===== config.mk =====
export PLATFORM = sky130hd
export DESIGN_NAME = tscg_front_flat
export DESIGN_NICKNAME = d
export VERILOG_FILES = /design/src/hw/rtl/tscg_pkg.sv /design/src/hw/rtl/tscg_if.sv /design/src/hw/rtl/tscg_front.sv /design/src/flat_wrapper.sv
export SDC_FILE = /design/constraint.sdc
export NUM_CORES = 2
export LEC_CHECK = 0
export BUFFER_PORTS_ARGS = -buffer_cell sky130_fd_sc_hd__buf_4
export CAP_MARGIN = 20
export CORE_ASPECT_RATIO = 1.4
export CORE_UTILIZATION = 64
export DETAILED_ROUTE_END_ITERATION = 7
export PLACE_DENSITY_LB_ADDON = 0.12
export RECOVER_POWER = 100
export SETUP_SLACK_MARGIN = 0.5
export SYNTH_ARGS = -nofsm -noshare
export SYNTH_HDL_FRONTEND = slang
export SYNTH_SLANG_ARGS = --single-unit

===== constraint.sdc =====
create_clock -name clk -period 9 [get_ports clk]
set_clock_uncertainty 0.05 [all_clocks]
set_input_delay 1.35 -clock clk [delete_from_list [all_inputs] [get_ports clk]]
set_output_delay 1.35 -clock clk [all_outputs]
set_load 0.01 [all_outputs]

===== src/hw/rtl/tscg_pkg.sv =====
// ----------------------------------------------------------------------------
// tscg_pkg
// Shared types, constants and the quarter-wave sine builder for the timed
// sine command generator.
// ----------------------------------------------------------------------------
package tscg_pkg;

	localparam int PERIOD_W     = 20;
	localparam int CMD_W        = 32;
	localparam int JOINT_W      = 3;
	localparam int COUNT_W      = 4;
	localparam int CFG_IDX_W    = 3;
	localparam int CFG_DATA_W   = 32;
	localparam int PHASE_W      = 48;
	localparam int THETA_HI_W   = 16;

	localparam int MAX_JOINTS   = 8;
	localparam int RESULT_SLOTS = 8;
	localparam int JOINT_LIMIT  = (MAX_JOINTS < RESULT_SLOTS) ? MAX_JOINTS : RESULT_SLOTS;

	localparam int QUEUE_DEPTH  = 4;
	localparam int QPTR_W       = $clog2(QUEUE_DEPTH);
	localparam int QCNT_W       = $clog2(QUEUE_DEPTH + 1);

	localparam logic [63:0] HALF_PI_Q30 = 64'd1686629713;
	localparam logic [63:0] ONE_Q30     = 64'd1073741824;

	localparam logic signed [31:0] CMD_MAX = 32'sh7FFF_FFFF;
	localparam logic signed [31:0] CMD_MIN = 32'sh8000_0000;

	localparam logic signed [23:0] AMPLITUDE_RST  = 24'sd1000;
	localparam logic [31:0]        FREQ_STEP_RST  = 32'd14073749;
	localparam logic signed [31:0] OFFSET_RST     = 32'sd0;
	localparam logic [15:0]        START_PHASE_RST = 16'd0;
	localparam logic [31:0]        RUN_LIMIT_RST  = 32'd0;
	localparam logic [JOINT_W-1:0] ACTIVE_JOINT_RST = 3'd0;
	localparam logic [COUNT_W-1:0] JOINT_COUNT_RST  = 4'd1;

	typedef enum logic [CFG_IDX_W-1:0] {
		REG_AMPLITUDE    = 3'd0,
		REG_FREQ_STEP    = 3'd1,
		REG_OFFSET       = 3'd2,
		REG_START_PHASE  = 3'd3,
		REG_RUN_LIMIT    = 3'd4,
		REG_ACTIVE_JOINT = 3'd5,
		REG_JOINT_COUNT  = 3'd6
	} cfg_reg_e;

	typedef enum logic [0:0] {
		OP_TICK    = 1'b0,
		OP_RESTART = 1'b1
	} opcode_e;

	typedef struct packed {
		logic signed [23:0]  amplitude;
		logic [31:0]         frequency_step;
		logic signed [31:0]  offset;
		logic [15:0]         start_phase;
		logic [31:0]         run_limit_us;
		logic [JOINT_W-1:0]  active_joint;
		logic [COUNT_W-1:0]  joint_count;
	} cfg_t;

	// classified item handed from front to back
	typedef struct packed {
		logic                  live;
		logic                  flag;
		logic [THETA_HI_W-1:0] theta_hi;
	} desc_t;

	// quarter-wave sine entry k of a table of 2^bits + 1 entries, Q30, elaboration use only
	function automatic logic [30:0] qsine(input int unsigned k, input int unsigned bits);
		logic [63:0]        x;
		logic [63:0]        term;
		logic signed [63:0] sum;
		x    = (HALF_PI_Q30 * 64'(k) + ((64'd1 << bits) >> 1)) >> bits;
		term = x;
		sum  = $signed(x);
		term = (((term * x) >> 30) * x) >> 30;
		term = term / 6;
		sum  = sum - $signed(term);
		term = (((term * x) >> 30) * x) >> 30;
		term = term / 20;
		sum  = sum + $signed(term);
		term = (((term * x) >> 30) * x) >> 30;
		term = term / 42;
		sum  = sum - $signed(term);
		term = (((term * x) >> 30) * x) >> 30;
		term = term / 72;
		sum  = sum + $signed(term);
		term = (((term * x) >> 30) * x) >> 30;
		term = term / 110;
		sum  = sum - $signed(term);
		term = (((term * x) >> 30) * x) >> 30;
		term = term / 156;
		sum  = sum + $signed(term);
		if (sum < 0) begin
			sum = 0;
		end
		if (sum > $signed(ONE_Q30)) begin
			sum = $signed(ONE_Q30);
		end
		return 31'(sum);
	endfunction

endpackage


===== src/hw/rtl/tscg_if.sv =====
// ----------------------------------------------------------------------------
// tscg channel interfaces
// Tick input, command output and configuration write channels.
// ----------------------------------------------------------------------------
interface tscg_tick_if;
	logic                          valid;
	logic                          ready;
	logic                          opcode;
	logic [tscg_pkg::PERIOD_W-1:0] period_us;

	modport source (output valid, output opcode, output period_us, input ready);
	modport sink   (input valid, input opcode, input period_us, output ready);
endinterface


interface tscg_cfg_if;
	logic                            valid;
	logic                            ready;
	logic [tscg_pkg::CFG_IDX_W-1:0]  index;
	logic [tscg_pkg::CFG_DATA_W-1:0] data;

	modport source (output valid, output index, output data, input ready);
	modport sink   (input valid, input index, input data, output ready);
endinterface


===== src/hw/rtl/tscg_front.sv =====
// ----------------------------------------------------------------------------
// tscg_front
// Holds configuration and run state, accepts tick items, classifies them
// and pushes one descriptor per item into the queue.
// ----------------------------------------------------------------------------
module tscg_front (
	input  logic                 clk,
	input  logic                 arst_n,
	tscg_tick_if.sink            tick,
	tscg_cfg_if.sink             cfg,
	input  logic                 q_full,
	output logic                 q_push,
	output tscg_pkg::desc_t      q_data,
	output tscg_pkg::cfg_t       cfg_regs
);

	tscg_pkg::cfg_t                     cfg_q;
	logic [tscg_pkg::PHASE_W-1:0]       phase_acc_q;
	logic [31:0]                        elapsed_q;
	logic                               run_done_q;

	logic                               accept;
	logic                               limit_hit;
	logic [51:0]                        advance;
	logic [32:0]                        elapsed_sum;

	assign cfg.ready  = 1'b1;
	assign tick.ready = !q_full;
	assign accept     = tick.valid && !q_full;
	assign q_push     = accept;
	assign cfg_regs   = cfg_q;

	assign limit_hit   = (cfg_q.run_limit_us != 32'd0) && (elapsed_q >= cfg_q.run_limit_us);
	assign advance     = 52'(cfg_q.frequency_step) * 52'(tick.period_us);
	assign elapsed_sum = {1'b0, elapsed_q} + 33'(tick.period_us);

	always_comb begin
		q_data.live     = 1'b0;
		q_data.flag     = 1'b0;
		// low 32 bits of the start phase are zero, so only the top slice carries
		q_data.theta_hi = cfg_q.start_phase + phase_acc_q[tscg_pkg::PHASE_W-1 -: 16];
		if (tick.opcode == tscg_pkg::OP_RESTART) begin
			q_data.flag = 1'b0;
		end else if (run_done_q || limit_hit) begin
			q_data.flag = 1'b1;
		end else begin
			q_data.live = 1'b1;
		end
	end

	always_ff @(posedge clk or negedge arst_n) begin
		if (!arst_n) begin
			cfg_q.amplitude      <= tscg_pkg::AMPLITUDE_RST;
			cfg_q.frequency_step <= tscg_pkg::FREQ_STEP_RST;
			cfg_q.offset         <= tscg_pkg::OFFSET_RST;
			cfg_q.start_phase    <= tscg_pkg::START_PHASE_RST;
			cfg_q.run_limit_us   <= tscg_pkg::RUN_LIMIT_RST;
			cfg_q.active_joint   <= tscg_pkg::ACTIVE_JOINT_RST;
			cfg_q.joint_count    <= tscg_pkg::JOINT_COUNT_RST;
		end else if (cfg.valid) begin
			case (cfg.index)
				tscg_pkg::REG_AMPLITUDE:    cfg_q.amplitude      <= $signed(cfg.data[23:0]);
				tscg_pkg::REG_FREQ_STEP:    cfg_q.frequency_step <= cfg.data;
				tscg_pkg::REG_OFFSET:       cfg_q.offset         <= $signed(cfg.data);
				tscg_pkg::REG_START_PHASE:  cfg_q.start_phase    <= cfg.data[15:0];
				tscg_pkg::REG_RUN_LIMIT:    cfg_q.run_limit_us   <= cfg.data;
				tscg_pkg::REG_ACTIVE_JOINT: cfg_q.active_joint   <= cfg.data[tscg_pkg::JOINT_W-1:0];
				tscg_pkg::REG_JOINT_COUNT:  cfg_q.joint_count    <= cfg.data[tscg_pkg::COUNT_W-1:0];
				default: ;
			endcase
		end
	end

	always_ff @(posedge clk or negedge arst_n) begin
		if (!arst_n) begin
			phase_acc_q <= '0;
			elapsed_q   <= '0;
			run_done_q  <= 1'b0;
		end else if (accept) begin
			if (tick.opcode == tscg_pkg::OP_RESTART) begin
				phase_acc_q <= '0;
				elapsed_q   <= '0;
				run_done_q  <= 1'b0;
			end else if (run_done_q || limit_hit) begin
				run_done_q <= 1'b1;
			end else begin
				phase_acc_q <= phase_acc_q + advance[tscg_pkg::PHASE_W-1:0];
				elapsed_q   <= elapsed_sum[32] ? 32'hFFFF_FFFF : elapsed_sum[31:0];
			end
		end
	end

endmodule


===== src/flat_wrapper.sv =====
// flat-port wrapper written by rule: the top's interface ports become plain ports
module tscg_front_flat 
  (clk, arst_n, q_full, q_push, q_data, cfg_regs, tick_valid, tick_opcode, tick_period_us, tick_ready, cfg_valid, cfg_index, cfg_data, cfg_ready);
  tscg_tick_if tick_i ();
  tscg_cfg_if cfg_i ();
  input  logic clk;
  input  logic arst_n;
  input  logic q_full;
  output logic q_push;
  output tscg_pkg::desc_t q_data;
  output tscg_pkg::cfg_t cfg_regs;
  input wire logic [$bits(tick_i.valid)-1:0] tick_valid;
  input wire logic [$bits(tick_i.opcode)-1:0] tick_opcode;
  input wire logic [$bits(tick_i.period_us)-1:0] tick_period_us;
  output wire logic [$bits(tick_i.ready)-1:0] tick_ready;
  input wire logic [$bits(cfg_i.valid)-1:0] cfg_valid;
  input wire logic [$bits(cfg_i.index)-1:0] cfg_index;
  input wire logic [$bits(cfg_i.data)-1:0] cfg_data;
  output wire logic [$bits(cfg_i.ready)-1:0] cfg_ready;
  assign tick_i.valid = tick_valid;
  assign tick_i.opcode = tick_opcode;
  assign tick_i.period_us = tick_period_us;
  assign tick_ready = tick_i.ready;
  assign cfg_i.valid = cfg_valid;
  assign cfg_i.index = cfg_index;
  assign cfg_i.data = cfg_data;
  assign cfg_ready = cfg_i.ready;
  tscg_front u_core (.clk(clk), .arst_n(arst_n), .tick(tick_i), .cfg(cfg_i), .q_full(q_full), .q_push(q_push), .q_data(q_data), .cfg_regs(cfg_regs));
endmodule

==> flow_metrics.tcl <==
set metrics [dict create \
    syn-cell-area_um2 31900 \
    final_util_pct 69.5 \
    synth_top_area_share_pct 36.4 \
    drt-total-wl_um 90200 \
    core-area_um2 49100 \
    synth_compound_area_share_pct 8.13 \
    cp-start-kind "register" \
    yosys.area_share.adder_pct 44.1 \
    period_needed_ns 8.08 \
    worstPathArrival_ns 8.49 \
    avgSynthCellArea_um2 9.54 \
    cts_sinks 224 \
    yosysTopAreaCell "fa_1" \
    cts_buffer_depth 3 \
    worstMarginPinSlew_ns 4.39 \
    grt.total_usage_pct 37.7 \
    clkTransAtPathRegs_ns 0.07 \
    drv_cap 5 \
    synth_mux_area_share_pct 4.03 \
    post-route-period-util_pct 89.7 \
    nets 4276 \
    rows 96 \
    post_dp_cell_area_um2 33900 \
    cp_max_fo 22 \
    yosysWarnings 0 \
    r2r_slack_ns 0.92 \
    grt_overflow 0 \
    die_width_um 191 \
    synth_top_family_by_area "adder cells" \
    grt_max_degree 147 \
    regArea_um2 5630 \
    fmax_mhz 124 \
    rr_startpoint "u_core.cfg_regs[96]" \
    cpMostUsedCell "fa_1" \
    rr_endpoint "u_core.phase_acc_q[47]" \
    ys_seq_area_share_pct 17.7 \
    finalSetupTns_ns 0 \
    violations "capacitance limit, slew limit" \
    ys_ff_latch 224 \
    area_delta_synth_final_pct 7.05 \
    cts_hold_buf 0 \
    layout-drive-gt1-share_pct 7.53 \
    io_pins 225 \
    die_y_um 266 \
    place_hpwl_um 69600 \
    crit_path_cell_trace "and2_0 -> fa_1 -> fa_1 -> inv_1 -> fa_1 -> inv_1 -> fa_1 -> inv_1 -> fa_1 -> inv_1 -> fa_1 -> fa_1 -> ha_1 -> nand2_1 -> o21ai_0 -> a31oi_4 -> o41ai_2 -> nor4_1 -> nor4b_1 -> o21ai_1 -> and3_1 -> o31ai_2" \
    syn_nets 4180 \
    initialDrtViolationCount 1399 \
    cts.htree.levels 1 \
    path_class "reg -> reg" \
    stdcell_area_um2 34100 \
    hold_viol 0 \
    synth-simple-area-share_pct 15.0 \
    rsz0062_at_grt "false" \
    slew_viol_final 220 \
    num_vias 24300 \
    cts_setup_buffers 0 \
    post_cts_resized 0 \
    cp_slowest_stage_delay_ns 1.35 \
    synth-edff-count 0 \
    critPathSlowestCell "dfstp_1" \
    cts_tree "done" \
    relSlewSlack_pct -193 \
    required_ns 9.41 \
    synth_cell_types 69 \
    synth_cells 3342 \
    numCtsBuffers 24 \
    critical_path_buf_inv_count 4 \
    worstHoldStart "u_core.phase_acc_q[24]" \
    multi_input_area_um2 23400 \
    hold_path_class "reg -> reg" \
    root_buffer "clkbuf_16" \
    crit_family "adder cells" \
    port_buffers 223 \
    grt_pass1_wl_um 146000 \
    first_global_vias 27300 \
    outcome "finished, violations left" \
    synth-xor-area-share_pct 1.95 \
    avgViaCountPerCell 5.95 \
    setup_viol 0 \
    start_util_pct 64.9 \
    wl_per_cell_um 22.0 \
    whs_endpoint "u_core.phase_acc_q[24]" \
    synthTopCellsByArea "fa_1 (36%), dfrtp_1 (16%), ha_1 (7.7%)" \
    routabilityCongestion 0.948 \
    nFillCells 3892 \
    ant_nets 0 \
    drc 0 \
    critPathCaptureType "register" \
    ff2ff_path_depth 22 \
    antenna_found_initial 1 \
    yosys_most_used_dff "dfrtp_1" \
    drt_first_pass_iters 5 \
    clk_latency_ns 0.56 \
    die_area_um2 50700 \
    synthArstFlopShare_pct 100 \
    holdPathStages 2 \
]
[cell families after synthesis]
kind of cell | count (synthesis)
flops | 224
buf+inv | 770
other cells | 1
mux | 114
compound gates | 399
fa+ha+maj | 777
xor+xnor | 71
simple gates | 986
[worst reg2reg max path: stages, from the launching register on]
cell and delay (ns):
dfstp_1 1.35, and2_0 0.28, fa_1 0.45, fa_1 0.52
inv_1 0.05, fa_1 0.48, inv_1 0.05, fa_1 0.51
inv_1 0.06, fa_1 0.53, inv_1 0.06, fa_1 0.49
fa_1 0.42, ha_1 0.38, nand2_1 0.12, o21ai_0 0.39
a31oi_4 0.08, o41ai_2 0.47, nor4_1 0.19, nor4b_1 0.50
o21ai_1 0.16, and3_1 0.22, o31ai_2 0.17
[area by class of cell]
| cell class | instances | area share, % |
|---|---|---|
| inverter | 597 | 6.56 |
| antenna | 2 | 0.0147 |
| clock inverter | 9 | 0.378 |
| tap | 637 | 2.33 |
| clock buffer | 34 | 2.02 |
| sequential | 224 | 16.5 |
| multi-input combinational | 2348 | 68.4 |
| timing repair buffer | 243 | 3.75 |
[stage by stage]
stage / setup slack, ns / hold WS, ns / std cells
after floorplan: 1.56 / 0.399 / 3342
after global placement: 0.971 / 0.418 / 4045
after detailed placement: 0.915 / 0.423 / 4046
after CTS: 1.48 / 0.440 / 4089
after global routing: 0.576 / 0.477 / 4092
final: 0.923 / 0.438 / 4094
[synthesized netlist by cell type, types with 5 or more instances]
| cell | count |
|---|---|
| o21a_1 | 14 |
| a21oi_1 | 94 |
| mux2_2 | 114 |
| a21o_1 | 49 |
| o21bai_1 | 18 |
| a211o_1 | 8 |
| o31ai_1 | 8 |
| a31oi_1 | 5 |
| and2_1 | 297 |
| fa_1 | 580 |
| clkbuf_1 | 166 |
| ha_1 | 197 |
| o21ai_0 | 98 |
| nor3_1 | 17 |
| xnor2_1 | 55 |
| nand2_1 | 486 |
| a22o_1 | 19 |
| o21ai_1 | 23 |
| xor2_1 | 16 |
| nand4_1 | 21 |
| nand3_1 | 24 |
| dfstp_2 | 23 |
| nor2_1 | 67 |
| nor4_1 | 8 |
| nand2b_1 | 17 |
| o2bb2ai_1 | 5 |
| o211ai_1 | 7 |
| or3_1 | 6 |
| nor2b_1 | 15 |
| nor3b_1 | 6 |
| o22ai_1 | 7 |
| and3_1 | 10 |
| dfrtp_1 | 201 |
| inv_1 | 597 |
[flip-flops by register name, indices dropped and copies added, names as in the netlist]
name and flops:
u_core.cfg_regs 143, u_core.phase_acc_q 48, u_core.elapsed_q 32, u_core.run_done_q 1
[placed cells by master (no fill, tap or decap), types with 49 or more instances in the layout]
master	n
clkbuf_1	154
fa_1	580
xnor2_1	55
and2_1	293
inv_1	597
dfrtp_1	201
ha_1	197
nand2_1	486
o21ai_0	112
nor2_1	67
a21o_1	49
buf_4	92
a21oi_1	95
mux2_2	113
[worst max path at each step]
| stage | startpoint | cells after the start | to |
|---|---|---|---|
| 4_1_cts | tick_period_us[11] | 20 | u_core.phase_acc_q[47] |
| 3_5_place_dp | tick_period_us[5] | 20 | u_core.phase_acc_q[47] |
| 2_1_floorplan | tick_period_us[5] | 20 | u_core.phase_acc_q[40] |
| 5_1_grt | u_core.cfg_regs[96] | 22 | u_core.phase_acc_q[47] |
| 3_3_place_gp | tick_period_us[5] | 20 | u_core.phase_acc_q[35] |
| 6_report | u_core.cfg_regs[96] | 22 | u_core.phase_acc_q[47] |
[layer usage]
layer	vias up	track usage [%]	share of wire (%)
li1	10500	-	-
met1	12600	43.2	35
met2	976	67.3	52
met3	326	6.14	6.4
met4	0	19.7	5.9
met5	-	0	0
Power is left out: the tool's default activity adds up to more than one toggle a clock period on the data nets, which glitch-free logic cannot reach.
