===== config.mk =====
export PLATFORM = sky130hd
export DESIGN_NAME = tscg_queue
export DESIGN_NICKNAME = d
export VERILOG_FILES = /design/src/hw/rtl/tscg_pkg.sv /design/src/hw/rtl/tscg_queue.sv
export SDC_FILE = /design/constraint.sdc
export NUM_CORES = 1
export LEC_CHECK = 0
export ABC_AREA = 1
export BUFFER_PORTS_ARGS = -buffer_cell sky130_fd_sc_hd__buf_4
export CORE_ASPECT_RATIO = 1.25
export CORE_UTILIZATION = 57
export CTS_BUF_LIST = sky130_fd_sc_hd__clkbuf_4 sky130_fd_sc_hd__clkbuf_8 sky130_fd_sc_hd__clkbuf_16
export CTS_CLUSTER_SIZE = 25
export DETAILED_ROUTE_END_ITERATION = 6
export GPL_TIMING_DRIVEN = 0
export PLACE_DENSITY = 0.77
export SYNTH_ARGS = -nofsm -noshare
export SYNTH_HDL_FRONTEND = slang
export SYNTH_SLANG_ARGS = --single-unit

===== constraint.sdc =====
create_clock -name clk -period 2 [get_ports clk]
set_input_delay 0.3 -clock clk [delete_from_list [all_inputs] [get_ports clk]]
set_output_delay 0.3 -clock clk [all_outputs]
set_load 0.01 [all_outputs]

===== src/hw/rtl/tscg_pkg.sv =====
// ----------------------------------------------------------------------------
// tscg_pkg
// Shared types, constants and the quarter-wave sine builder for the timed
// sine command generator.
// ----------------------------------------------------------------------------
package tscg_pkg;

	localparam int PERIOD_W     = 20;
	localparam int CMD_W        = 32;
	localparam int JOINT_W      = 3;
	localparam int COUNT_W      = 4;
	localparam int CFG_IDX_W    = 3;
	localparam int CFG_DATA_W   = 32;
	localparam int PHASE_W      = 48;
	localparam int THETA_HI_W   = 16;

	localparam int MAX_JOINTS   = 8;
	localparam int RESULT_SLOTS = 8;
	localparam int JOINT_LIMIT  = (MAX_JOINTS < RESULT_SLOTS) ? MAX_JOINTS : RESULT_SLOTS;

	localparam int QUEUE_DEPTH  = 4;
	localparam int QPTR_W       = $clog2(QUEUE_DEPTH);
	localparam int QCNT_W       = $clog2(QUEUE_DEPTH + 1);

	localparam logic [63:0] HALF_PI_Q30 = 64'd1686629713;
	localparam logic [63:0] ONE_Q30     = 64'd1073741824;

	localparam logic signed [31:0] CMD_MAX = 32'sh7FFF_FFFF;
	localparam logic signed [31:0] CMD_MIN = 32'sh8000_0000;

	localparam logic signed [23:0] AMPLITUDE_RST  = 24'sd1000;
	localparam logic [31:0]        FREQ_STEP_RST  = 32'd14073749;
	localparam logic signed [31:0] OFFSET_RST     = 32'sd0;
	localparam logic [15:0]        START_PHASE_RST = 16'd0;
	localparam logic [31:0]        RUN_LIMIT_RST  = 32'd0;
	localparam logic [JOINT_W-1:0] ACTIVE_JOINT_RST = 3'd0;
	localparam logic [COUNT_W-1:0] JOINT_COUNT_RST  = 4'd1;

	typedef enum logic [CFG_IDX_W-1:0] {
		REG_AMPLITUDE    = 3'd0,
		REG_FREQ_STEP    = 3'd1,
		REG_OFFSET       = 3'd2,
		REG_START_PHASE  = 3'd3,
		REG_RUN_LIMIT    = 3'd4,
		REG_ACTIVE_JOINT = 3'd5,
		REG_JOINT_COUNT  = 3'd6
	} cfg_reg_e;

	typedef enum logic [0:0] {
		OP_TICK    = 1'b0,
		OP_RESTART = 1'b1
	} opcode_e;

	typedef struct packed {
		logic signed [23:0]  amplitude;
		logic [31:0]         frequency_step;
		logic signed [31:0]  offset;
		logic [15:0]         start_phase;
		logic [31:0]         run_limit_us;
		logic [JOINT_W-1:0]  active_joint;
		logic [COUNT_W-1:0]  joint_count;
	} cfg_t;

	// classified item handed from front to back
	typedef struct packed {
		logic                  live;
		logic                  flag;
		logic [THETA_HI_W-1:0] theta_hi;
	} desc_t;

	// quarter-wave sine entry k of a table of 2^bits + 1 entries, Q30, elaboration use only
	function automatic logic [30:0] qsine(input int unsigned k, input int unsigned bits);
		logic [63:0]        x;
		logic [63:0]        term;
		logic signed [63:0] sum;
		x    = (HALF_PI_Q30 * 64'(k) + ((64'd1 << bits) >> 1)) >> bits;
		term = x;
		sum  = $signed(x);
		term = (((term * x) >> 30) * x) >> 30;
		term = term / 6;
		sum  = sum - $signed(term);
		term = (((term * x) >> 30) * x) >> 30;
		term = term / 20;
		sum  = sum + $signed(term);
		term = (((term * x) >> 30) * x) >> 30;
		term = term / 42;
		sum  = sum - $signed(term);
		term = (((term * x) >> 30) * x) >> 30;
		term = term / 72;
		sum  = sum + $signed(term);
		term = (((term * x) >> 30) * x) >> 30;
		term = term / 110;
		sum  = sum - $signed(term);
		term = (((term * x) >> 30) * x) >> 30;
		term = term / 156;
		sum  = sum + $signed(term);
		if (sum < 0) begin
			sum = 0;
		end
		if (sum > $signed(ONE_Q30)) begin
			sum = $signed(ONE_Q30);
		end
		return 31'(sum);
	endfunction

endpackage


===== src/hw/rtl/tscg_queue.sv =====
// ----------------------------------------------------------------------------
// tscg_queue
// Short descriptor queue between the front and the back end.
// ----------------------------------------------------------------------------
module tscg_queue (
	input  logic            clk,
	input  logic            arst_n,
	input  logic            push,
	input  tscg_pkg::desc_t push_data,
	output logic            full,
	input  logic            pop,
	output logic            empty,
	output tscg_pkg::desc_t head
);

	tscg_pkg::desc_t                 slots_q [tscg_pkg::QUEUE_DEPTH];
	logic [tscg_pkg::QPTR_W-1:0]     wr_ptr_q;
	logic [tscg_pkg::QPTR_W-1:0]     rd_ptr_q;
	logic [tscg_pkg::QCNT_W-1:0]     count_q;
	logic                            do_pop;

	assign full   = (count_q == tscg_pkg::QCNT_W'(tscg_pkg::QUEUE_DEPTH));
	assign empty  = (count_q == '0);
	assign head   = slots_q[rd_ptr_q];
	assign do_pop = pop && !empty;

	always_ff @(posedge clk) begin
		if (push) begin
			slots_q[wr_ptr_q] <= push_data;
		end
	end

	always_ff @(posedge clk or negedge arst_n) begin
		if (!arst_n) begin
			wr_ptr_q <= '0;
			rd_ptr_q <= '0;
			count_q  <= '0;
		end else begin
			if (push) begin
				wr_ptr_q <= wr_ptr_q + 1'b1;
			end
			if (do_pop) begin
				rd_ptr_q <= rd_ptr_q + 1'b1;
			end
			if (push && !do_pop) begin
				count_q <= count_q + 1'b1;
			end else if (do_pop && !push) begin
				count_q <= count_q - 1'b1;
			end
		end
	end

endmodule


==> metrics.yaml, run 1 <==
grt:
  grt_max_degree: 19
  grt_pass1_vias: 1970
  globalRouteTotalUtil: 0.204
  grt_pass1_wl_mm: 9.04
  grt_overflow: 0
  antenna_found_initial: 0
timing:
  fin_setup_tns_ns: 0
  max-slew-margin-rel: 0.442
  fmax_ghz: 0.534
  hold-worst-slack_ns: 0.155
  final-hold-violation-count: 0
  rsz0062_at_grt: "no"
  timing.final.crit_period_ns: 1.87
  setup_viol: 0
  drv_slew: 0
  setup_slack_ns: 0.129
  final.setup_skew_ns: 0.00554
  timing.final.crit_share: 0.936
  tightestPinTransition_ns: 0.836
layout:
  final_layout_size_suffix_gt1_frac: 0.214
  fillerInstances: 367
  fin_cells: 387
  area_delta_synth_final_pct: 18.5
  nNetsFinal: 346
  post-route-util: 0.713
  diodes: 0
floorplan:
  rows: 30
  core_um2: 5520
  die-area_um2: 6140
  chipHeight_um: 87.3
  initial_utilization: 0.602
  io_pins: 42
  die_x_um: 70.3
setup_path:
  worst-r2r-setup-slack_ns: 0.21
  r2r_start: "count_q[0]$_DFFE_PN0P_"
  cp_slowest_stage_delay_ns: 0.41
  crit_arrival_ns: 1.57
  crit_path_start_kind: "flop"
  reg2reg_to: "count_q[2]$_DFFE_PN0P_"
  crit_type: "reg -> out"
  required_ns: 1.70
  critPathCaptureType: "output port"
  crit_path_max_fanout: 10
  r2r_cells: 10
  cpMostUsedCell: "nand2_1"
  cp_cell_sequence: "inv_2 -> buf_6 -> nand2_1 -> o211ai_1 -> nand2_1 -> buf_4"
  worst_path_max_delay_cell: "dfrtp_1"
cts:
  numCtsBuffers: 9
  path_clk_slew_ns: 0.08
  clk_latency_ns: 0.34
  cts_tree: "yes"
  clockRootBuffer: "clkbuf_8"
  htree_num_levels: 3
  cts.path.max_buffers: 2
  cts.sink_count: 79
placed_design:
  dp.cells: 370
  dp_slack_ns: 0.208
  dpl.hpwl_mm: 3.66
  gp_congestion: 0.730
  numPortBuffers: 41
synth:
  synth_cell_types: 20
  yosys.area_share.simple: 0.0927
  synth_xor_area_frac: 0.00528
  synth_top_family_by_area: "simple AND/OR/NAND/NOR gates"
  synth_compound_area_frac: 0.0859
  synth.mux.area_fraction: 0
  avgSynthCellArea_um2: 12.5
  synth_seq_cells: 79
  synthAdderAreaFrac: 0.0249
  syn_inst: 265
  synth_area_um2: 3320
  yosysSeqAreaShare: 0.704
  synth_warnings: 0
  syn_nets: 293
power:
  ir_drop_v: 0.000963
  power_density_nw_per_um2: 1460
  power.leakage_nw: 1.71
drt:
  postRouteAntennaNets: 0
  drtPass1Iterations: 4
  vias: 2012
  routed_wl_mm: 5.73
  drt-initial-drc-count: 102
  routed_via_density: 5.20
  wl_per_cell_um: 14.8
  drc: 0
worst_hold_path:
  hold_depth: 1
  min_to: "slots_q[0][11]$_DFFE_PP_"
  hold_start: "push_data[11]"
  hp-class: "in -> reg"
job:
  maxCapViolations: 0
status:
  status: "finished clean"
where the power goes:
part	total, mW	switching, mW	internal [mW]
sequential	2.31	0.127	2.19
clock	1.24	0.526	0.712
combinational	2.21	1.29	0.917
repair_timing:
item / CTS / global route
endpoints found under the hold margin: 7 / 0
setup endpoints to repair: 0 / 0
hold buffers: 1 / 0
resized for setup: 0 / 0
setup buffers: 0 / 0
logic make-up (layout without fill, tap and decap cells):
| group | count (synthesis) | count (layout) |
|---|---|---|
| compound gates | 37 | 37 |
| buf+inv | 61 | 119 |
| flops | 79 | 79 |
| fa+ha+maj | 6 | 6 |
| xor+xnor | 2 | 2 |
| simple gates | 80 | 80 |
worst max-delay path by stage:
stage,start,end,cells after the start
detailed placement,count_q[0]$_DFFE_PN0P_,count_q[2]$_DFFE_PN0P_,10
floorplan,count_q[0]$_DFFE_PN0P_,count_q[2]$_DFFE_PN0P_,10
global route,count_q[0]$_DFFE_PN0P_,count_q[2]$_DFFE_PN0P_,10
finish,rd_ptr_q[0]$_DFFE_PN0P_,head[9],6
CTS,rd_ptr_q[1]$_DFFE_PN0P_,head[0],5
global placement,count_q[0]$_DFFE_PN0P_,count_q[2]$_DFFE_PN0P_,10
final cells by class:
class	count	area, um^2	share of cell area
clock buffer	10	131	0.0334
clock inverter	6	85.1	0.0216
sequential	79	2340	0.594
timing repair buffer	42	318	0.0808
buffer	11	103	0.0261
inverter	50	188	0.0477
multi-input combinational	125	693	0.176
tap	64	80.1	0.0203
synth_stat cells, drive strengths merged:
cell type / n / share of area
nand2: 74 / 0.084
edfxtp: 72 / 0.65
inv: 50 / 0.057
o211ai: 36 / 0.084
buf: 10 / 0.030
dfrtp: 7 / 0.053
ha: 5 / 0.019
nand3: 3 / 0.0045
clkbuf: 1 / 0.0011
fa: 1 / 0.0060
nand4: 1 / 0.0019
nor2: 1 / 0.0011
nor3: 1 / 0.0015
o21ai: 1 / 0.0015
xnor2: 1 / 0.0026
xor2: 1 / 0.0026
through the flow:
| step | total power, mW | instance area [um^2] |
|---|---|---|
| floorplan | 3.69 | 3320 |
| global placement | 4.52 | 3710 |
| detailed placement | 4.58 | 3710 |
| CTS | 5.81 | 3940 |
| global route | 6.10 | 3940 |
| finish | 5.76 | 3940 |
layout by cell type, fill, tap and decap left out, drive strengths merged:
cell type / synthesis / final
xor2: 1 / 1
xnor2: 1 / 1
nand3: 3 / 3
clkinv: 0 / 4
nor3: 1 / 1
nand2: 74 / 74
bufinv: 0 / 2
nor2: 1 / 1
clkbuf: 1 / 11
dfrtp: 7 / 7
buf: 10 / 51
nand4: 1 / 1
dlygate4sd3: 0 / 1
o211ai: 36 / 36
fa: 1 / 1
ha: 5 / 5
o21ai: 1 / 1
inv: 50 / 50
edfxtp: 72 / 72
worst max-delay path, delay by kind of cell (launching register included):
family	cells	cell delay [ns]
flip-flops	1	0.41
AO/OA/AOI/OAI	1	0.09
AND/OR/NAND/NOR	2	0.17
buffers and inverters	3	0.55
metal layers:
layer  up-vias  global-route usage  wire length, um
met5         -                   0                0
met4         0              0.0982               61
met3         6              0.0660              373
met2        68               0.350             3070
met1       936               0.230             2220
li1       1002                   -                -
flip-flops by register name, summed over array words and instances, names as in the netlist:
| signal | cells |
|---|---|
| count_q | 3 |
| rd_ptr_q | 2 |
| slots_q | 72 |
| wr_ptr_q | 2 |
No activity file was read; power rests on OpenSTA's default activity.
==> run 2: changes to the inputs <==
- RECOVER_POWER: default -> 25
==> run 2 against run 1 <==
Count of clock-buffer cells in the layout is the same. Clock power is essentially flat. Flip-flop and latch count is the same. Cell area shrank 1.3%. Sequential share of layout area grew 0.80 points. Fmax grew 0.39%. Routed wire length is essentially flat. Sequential power is essentially flat. Final cell count is the same. First-iteration DRC count shrank 7.8%. Clock skew grew 0.00080 ns.
==> metrics.yaml, run 2 (same netlist as run 1, synthesis figures left out) <==
worst_hold_path:
  hp-class: "in -> reg"
  hold_depth: 1  # unchanged
placed_design:
  dpl.hpwl_mm: 3.66  # unchanged
  numPortBuffers: 41  # unchanged
  gp_congestion: 0.730  # unchanged
timing:
  max-slew-margin-rel: 0.452  # +0.00985
  final.setup_skew_ns: 0.00634  # +0.000802 ns
  final-hold-violation-count: 0  # unchanged
  drv_slew: 0  # unchanged
  timing.final.crit_share: 0.932  # -0.00364
  timing.final.crit_period_ns: 1.86  # -0.00727 ns
  fin_setup_tns_ns: 0  # unchanged
  hold-worst-slack_ns: 0.155  # -0.00000400 ns
  tightestPinTransition_ns: 0.822  # -0.0148 ns
  fmax_ghz: 0.537  # +0.39%
  setup_viol: 0  # unchanged
  rsz0062_at_grt: "no"
cts:
  cts.path.max_buffers: 2  # unchanged
  cts.sink_count: 79  # unchanged
  numCtsBuffers: 9  # unchanged
  htree_num_levels: 3  # unchanged
  cts_setup_buffers: 0  # unchanged
  cts_tree: "yes"
  clockRootBuffer: "clkbuf_8"
  clk_latency_ns: 0.34  # about the same
  path_clk_slew_ns: 0.08  # about the same
floorplan:
  chipHeight_um: 87.3  # unchanged
  die_x_um: 70.3  # unchanged
  rows: 30  # unchanged
  io_pins: 42  # unchanged
  initial_utilization: 0.602  # unchanged
  die-area_um2: 6140  # unchanged
  core_um2: 5520  # unchanged
layout:
  nNetsFinal: 346  # unchanged
  mostFrequentLayoutCell: "nand2_1"
  final_cell_mix: "nand2_1, edfxtp_1, inv_1, o211ai_1, buf_4"
  regMostFlops: "slots_q"
  area_delta_synth_final_pct: 16.9
  final_layout_size_suffix_gt1_frac: 0.170  # -0.0433
  layout_top_registers: "slots_q (72), count_q (3)"
  diodes: 0  # unchanged
  largest_reg_flops: 72  # unchanged
setup_path:
  required_ns: 1.70  # about the same
  critPathCaptureType: "output port"
  r2r_cells: 10  # unchanged
  crit_arrival_ns: 1.56  # about the same
  crit_path_max_fanout: 10  # unchanged
  crit_path_start_kind: "flop"
  crit_type: "reg -> out"
power:
  power_density_nw_per_um2: 1480  # +1.2%
  power.leakage_nw: 1.66  # -3.0%
  ir_drop_v: 0.000957  # -0.56%
drt:
  routed_via_density: 5.21  # +0.15%
  postRouteAntennaNets: 0  # unchanged
  routed_wl_mm: 5.73  # about the same
  drt-initial-drc-count: 94  # -7.8%
  vias: 2015  # +0.15%
  drc: 0  # unchanged
  wl_per_cell_um: 14.8  # about the same
  drtPass1Iterations: 5  # +1
grt:
  grt_pass1_wl_mm: 9.04  # unchanged
  grt_max_degree: 19  # unchanged
  grt_pass1_vias: 1970  # unchanged
  globalRouteTotalUtil: 0.204  # unchanged
  antenna_found_initial: 0  # unchanged
  grt_overflow: 0  # unchanged
job:
  maxCapViolations: 0  # unchanged
status:
  status: "finished clean"
-- run 2: changes by cell type in the layout (fill, tap and decap cells not counted) --
cell / change
clkbuf_1: +14
buf_4: -14
-- run 2: path summary, 6_finish.rpt --
| kind | slack, ns | endpoint | startpoint |
|---|---|---|---|
| min in group asynchronous | 0.31 | wr_ptr_q[1]$_DFFE_PN0P_ | arst_n |
| worst min register to register | 0.48 | count_q[2]$_DFFE_PN0P_ | count_q[2]$_DFFE_PN0P_ |
| worst max register to register | 0.21 | count_q[2]$_DFFE_PN0P_ | count_q[0]$_DFFE_PN0P_ |
| worst min-delay path | 0.15 | slots_q[2][5]$_DFFE_PP_ | push_data[5] |
| worst max-delay path | 0.14 | head[9] | rd_ptr_q[1]$_DFFE_PN0P_ |
| max in group asynchronous | 1.57 | rd_ptr_q[0]$_DFFE_PN0P_ | arst_n |
-- run 2: power by group --
group	internal (mW)	switching, mW	total [mW]
registers	2.19	0.127	2.31
clock network	0.712	0.527	1.24
logic	0.906	1.30	2.20
-- run 2: worst max-delay path: stages, from the launching register on --
cell	delay (ns)
dfrtp_1	0.40
inv_2	0.18
buf_2	0.29
o211ai_1	0.13
nand2_1	0.10
buf_4	0.13
-- run 2: cell type report --
type / count / area [um^2]
Tap cell: 64 / 80.1
Timing Repair Buffer: 42 / 265
Sequential cell: 79 / 2340
Buffer: 11 / 103
Multi-Input combinational cell: 125 / 693
Clock inverter: 6 / 85.1
Inverter: 50 / 188
Fill cell: 386 / 1640
Clock buffer: 10 / 131
-- run 2: repair_timing --
| action | 4_1_cts | 5_1_grt |
|---|---|---|
| endpoints found under the hold margin | 7 | 0 |
| hold buffers | 1 | 0 |
| gates resized for setup | 0 | 0 |
-- run 2: metrics by stage --
stage	utilization	area, um^2	setup WS (ns)	total power [mW]	cells
after detailed placement	0.672	3710	0.208	4.58	370
after global placement	0.672	3710	0.247	4.52	370
after floorplan	-	3320	0.377	3.69	265
after global routing	0.704	3880	0.00430	6.09	387
final	0.704	3880	0.136	5.75	387
after CTS	0.713	3940	0.119	5.81	387
-- run 2: layer usage --
metal | part of all wire | vias to the layer above | GRT usage
li1 | - | 1004 | -
met1 | 0.40 | 949 | 0.230
met2 | 0.53 | 52 | 0.350
met3 | 0.044 | 10 | 0.0660
met4 | 0.017 | 0 | 0.0982
met5 | 0 | - | 0
==> run 3: changes to the inputs <==
- ABC_AREA: 1 -> default
- CORE_UTILIZATION: 57 -> 56
- PLACE_DENSITY: 0.77 -> 0.76
==> run 3 against run 2 <==
Synthesized area down 9.3%. Critical path type unchanged. Final cell count down 35%. Largest cell class unchanged. Clock power is 9% lower.
==> metrics.yaml, run 3 <==
status:
  status: "finished clean"
layout:
  final_layout_size_suffix_gt1_frac: 0.403  # +0.233
  mostFrequentLayoutCell: "edfxtp_1"
  area_delta_synth_final_pct: 19.8
  layout_top_registers: "slots_q (72), count_q (3)"
  final_cell_mix: "edfxtp_1, buf_4, mux4_2, clkbuf_1, clkbuf_8"
  fillerInstances: 316  # -18%
  largest_reg_flops: 72  # unchanged
  regMostFlops: "slots_q"
  diodes: 0  # unchanged
  nNetsFinal: 214  # -38%
timing:
  final.setup_skew_ns: 0.00571  # -0.000630 ns
  hold-worst-slack_ns: 0.164  # +0.00946 ns
  tightestPinTransition_ns: 0.980  # +0.158 ns
  max-slew-margin-rel: 0.347  # -0.105
  setup_viol: 0  # unchanged
  fin_setup_tns_ns: 0  # unchanged
  rsz0062_at_grt: "no"
  fmax_ghz: 0.521  # -2.9%
  timing.final.crit_period_ns: 1.92  # +0.0567 ns
  timing.final.crit_share: 0.960  # +0.0283
  drv_slew: 0  # unchanged
  final-hold-violation-count: 0  # unchanged
setup_path:
  crit_path_max_fanout: 10  # unchanged
  required_ns: 1.70  # about the same
  r2r_cells: 8  # -2
  r2r_start: "count_q[1]$_DFFE_PN0P_"
  crit_path_start_kind: "flop"
  crit_type: "reg -> out"
  crit_arrival_ns: 1.62  # +0.06 ns
  reg2reg_to: "count_q[2]$_DFFE_PN0P_"
  worst-r2r-setup-slack_ns: 0.08  # -0.13 ns
  critPathCaptureType: "output port"
synth:
  syn_inst: 129  # -51%
  synth_seq_cells: 79  # unchanged
  synth_cell_types: 20  # unchanged
  avgSynthCellArea_um2: 23.3  # +86%
  synth_warnings: 0  # unchanged
  yosys-top-cells-area: "edfxtp_1, mux4_2, dfrtp_1, ha_1, xnor2_1"
  synth_top_area_frac: 0.718  # +0.0668
  synth_edf_count: 72  # unchanged
  post-synth-top-count-cell: "edfxtp_1"
  synthArstFlopShare: 0.0886  # unchanged
  yosysSeqAreaShare: 0.776  # +0.0722
  ys.flop_type: "edfxtp_1"
  synth_area_um2: 3010  # -9.3%
  synth_common_cells: "edfxtp_1, mux4_2, dfrtp_1, ha_1"
  syn_nets: 157  # -46%
  yosys.area.top_type: "edfxtp_1"
drt:
  wl_per_cell_um: 18.4  # +24%
  drc: 0  # unchanged
  vias: 1399  # -31%
  met1_length_mm: 1.89  # -19%
  routed_wl_mm: 4.65  # -19%
  routed_via_density: 5.53  # +6.2%
  highest_layer: "met4"
  met2_length_mm: 2.46  # -20%
  met3_length_um: 215  # -15%
  postRouteAntennaNets: 0  # unchanged
  drt-initial-drc-count: 107  # +14%
  drtPass1Iterations: 4  # -1
power:
  power_density_nw_per_um2: 1440  # -2.7%
  power.leakage_nw: 1.28  # -23%
  ir_drop_v: 0.000784  # -18%
floorplan:
  rows: 29  # -3.3%
  die-area_um2: 5680  # -7.5%
  io_pins: 42  # unchanged
  initial_utilization: 0.589  # -0.0132
  core_um2: 5120  # -7.3%
  die_x_um: 67.6  # -3.8%
  chipHeight_um: 84.0  # -3.8%
cts:
  htree_num_levels: 3  # unchanged
  numCtsBuffers: 9  # unchanged
  cts.sink_count: 79  # unchanged
  cts_tree: "yes"
  clockRootBuffer: "clkbuf_8"
  cts.path.max_buffers: 2  # unchanged
  clk_latency_ns: 0.34  # about the same
  path_clk_slew_ns: 0.07  # about the same
grt:
  grt_overflow: 0  # unchanged
  globalRouteTotalUtil: 0.194  # -0.00944
  grt_pass1_vias: 1495  # -24%
  antenna_found_initial: 0  # unchanged
  grt_max_degree: 19  # unchanged
  grt_pass1_wl_mm: 7.49  # -17%
job:
  maxCapViolations: 0  # unchanged
placed_design:
  gp_congestion: 0.672  # -8.0%
  numPortBuffers: 41  # unchanged
  dpl.hpwl_mm: 2.89  # -21%
worst_hold_path:
  min_to: "slots_q[0][0]$_DFFE_PP_"
  hold_depth: 1  # unchanged
  hp-class: "in -> reg"
  hold_start: "push_data[0]"
## run 3: cell types whose count changed after synthesis, moves of 3 or more
cell,change
and2_1,+4
nand2_1,-73
nand3_1,-3
mux4_2,+18
o211ai_1,-34
inv_1,-44
buf_6,-5
## run 3: cell families (layout without fill, tap and decap cells)
logic type | after synthesis | in the layout | synth area share
XOR/XNOR | 6 | 6 | 0.0175
adder cells (fa/ha/maj) | 6 | 6 | 0.0274
multiplexers | 19 | 19 | 0.138
AO/OA/AOI/OAI | 1 | 1 | 0.00166
flip-flops | 79 | 79 | 0.776
AND/OR/NAND/NOR | 10 | 10 | 0.0224
buffers and inverters | 8 | 70 | 0.0166
## run 3: metal layers
metal,up-vias,global-route usage
met1,721,0.245
met3,8,0.0410
li1,634,-
met4,0,0.104
met5,-,0
met2,36,0.309
## run 3: what timing repair did
action | in CTS | in global routing
buffers inserted | 2 | 2
resized for setup | 5 | 1
cloned | 0 | 0
endpoints found under the hold margin | 7 | 0
setup endpoints to repair | 4 | 1
pin swaps | 3 | 1
hold buffers | 1 | 0
## run 3: power by group
group          leakage, nW  switching, mW  internal (mW)  total [mW]
clock               0.0975          0.543          0.586        1.13
combinational        0.436          0.830          0.945        1.78
sequential           0.742          0.108           2.19        2.30
## run 3: metrics by stage
| step | worst slack (ns) | util | instance area [um^2] | total power, mW | instances |
|---|---|---|---|---|---|
| 6_report | 0.0796 | 0.705 | 3610 | 5.20 | 253 |
| 3_3_place_gp | -0.0213 | 0.664 | 3400 | 4.01 | 232 |
| 2_1_floorplan | 0.0344 | - | 3010 | 3.39 | 129 |
| 4_1_cts | 0.0287 | 0.710 | 3630 | 5.24 | 251 |
| 5_1_grt | 0.0104 | 0.705 | 3610 | 5.48 | 253 |
| 3_5_place_dp | -0.0708 | 0.664 | 3400 | 4.07 | 232 |
## run 3: worst max-delay path, cell delays in order (launching register included)
cell and delay, ns:
dfrtp_1 0.39, buf_6 0.20, mux4_2 0.53, buf_4 0.16
## run 3: worst max path at each step
stage,startpoint,end
4_1_cts,count_q[1]$_DFFE_PN0P_,count_q[2]$_DFFE_PN0P_
3_5_place_dp,count_q[0]$_DFFE_PN0P_,count_q[2]$_DFFE_PN0P_
5_1_grt,count_q[1]$_DFFE_PN0P_,count_q[2]$_DFFE_PN0P_
6_report,rd_ptr_q[0]$_DFFE_PN0P_,head[10]
3_3_place_gp,count_q[0]$_DFFE_PN0P_,count_q[2]$_DFFE_PN0P_
2_1_floorplan,count_q[0]$_DFFE_PN0P_,count_q[2]$_DFFE_PN0P_
## run 3: layout make-up
class / instances / area (um^2) / share of cell area
Sequential cell: 79 / 2340 / 0.648
Multi-Input combinational cell: 42 / 644 / 0.179
Timing Repair Buffer: 46 / 303 / 0.0839
Clock buffer: 10 / 131 / 0.0364
Tap cell: 62 / 77.6 / 0.0215
Clock inverter: 6 / 60.1 / 0.0166
Buffer: 4 / 38.8 / 0.0107
Inverter: 4 / 15.0 / 0.00416
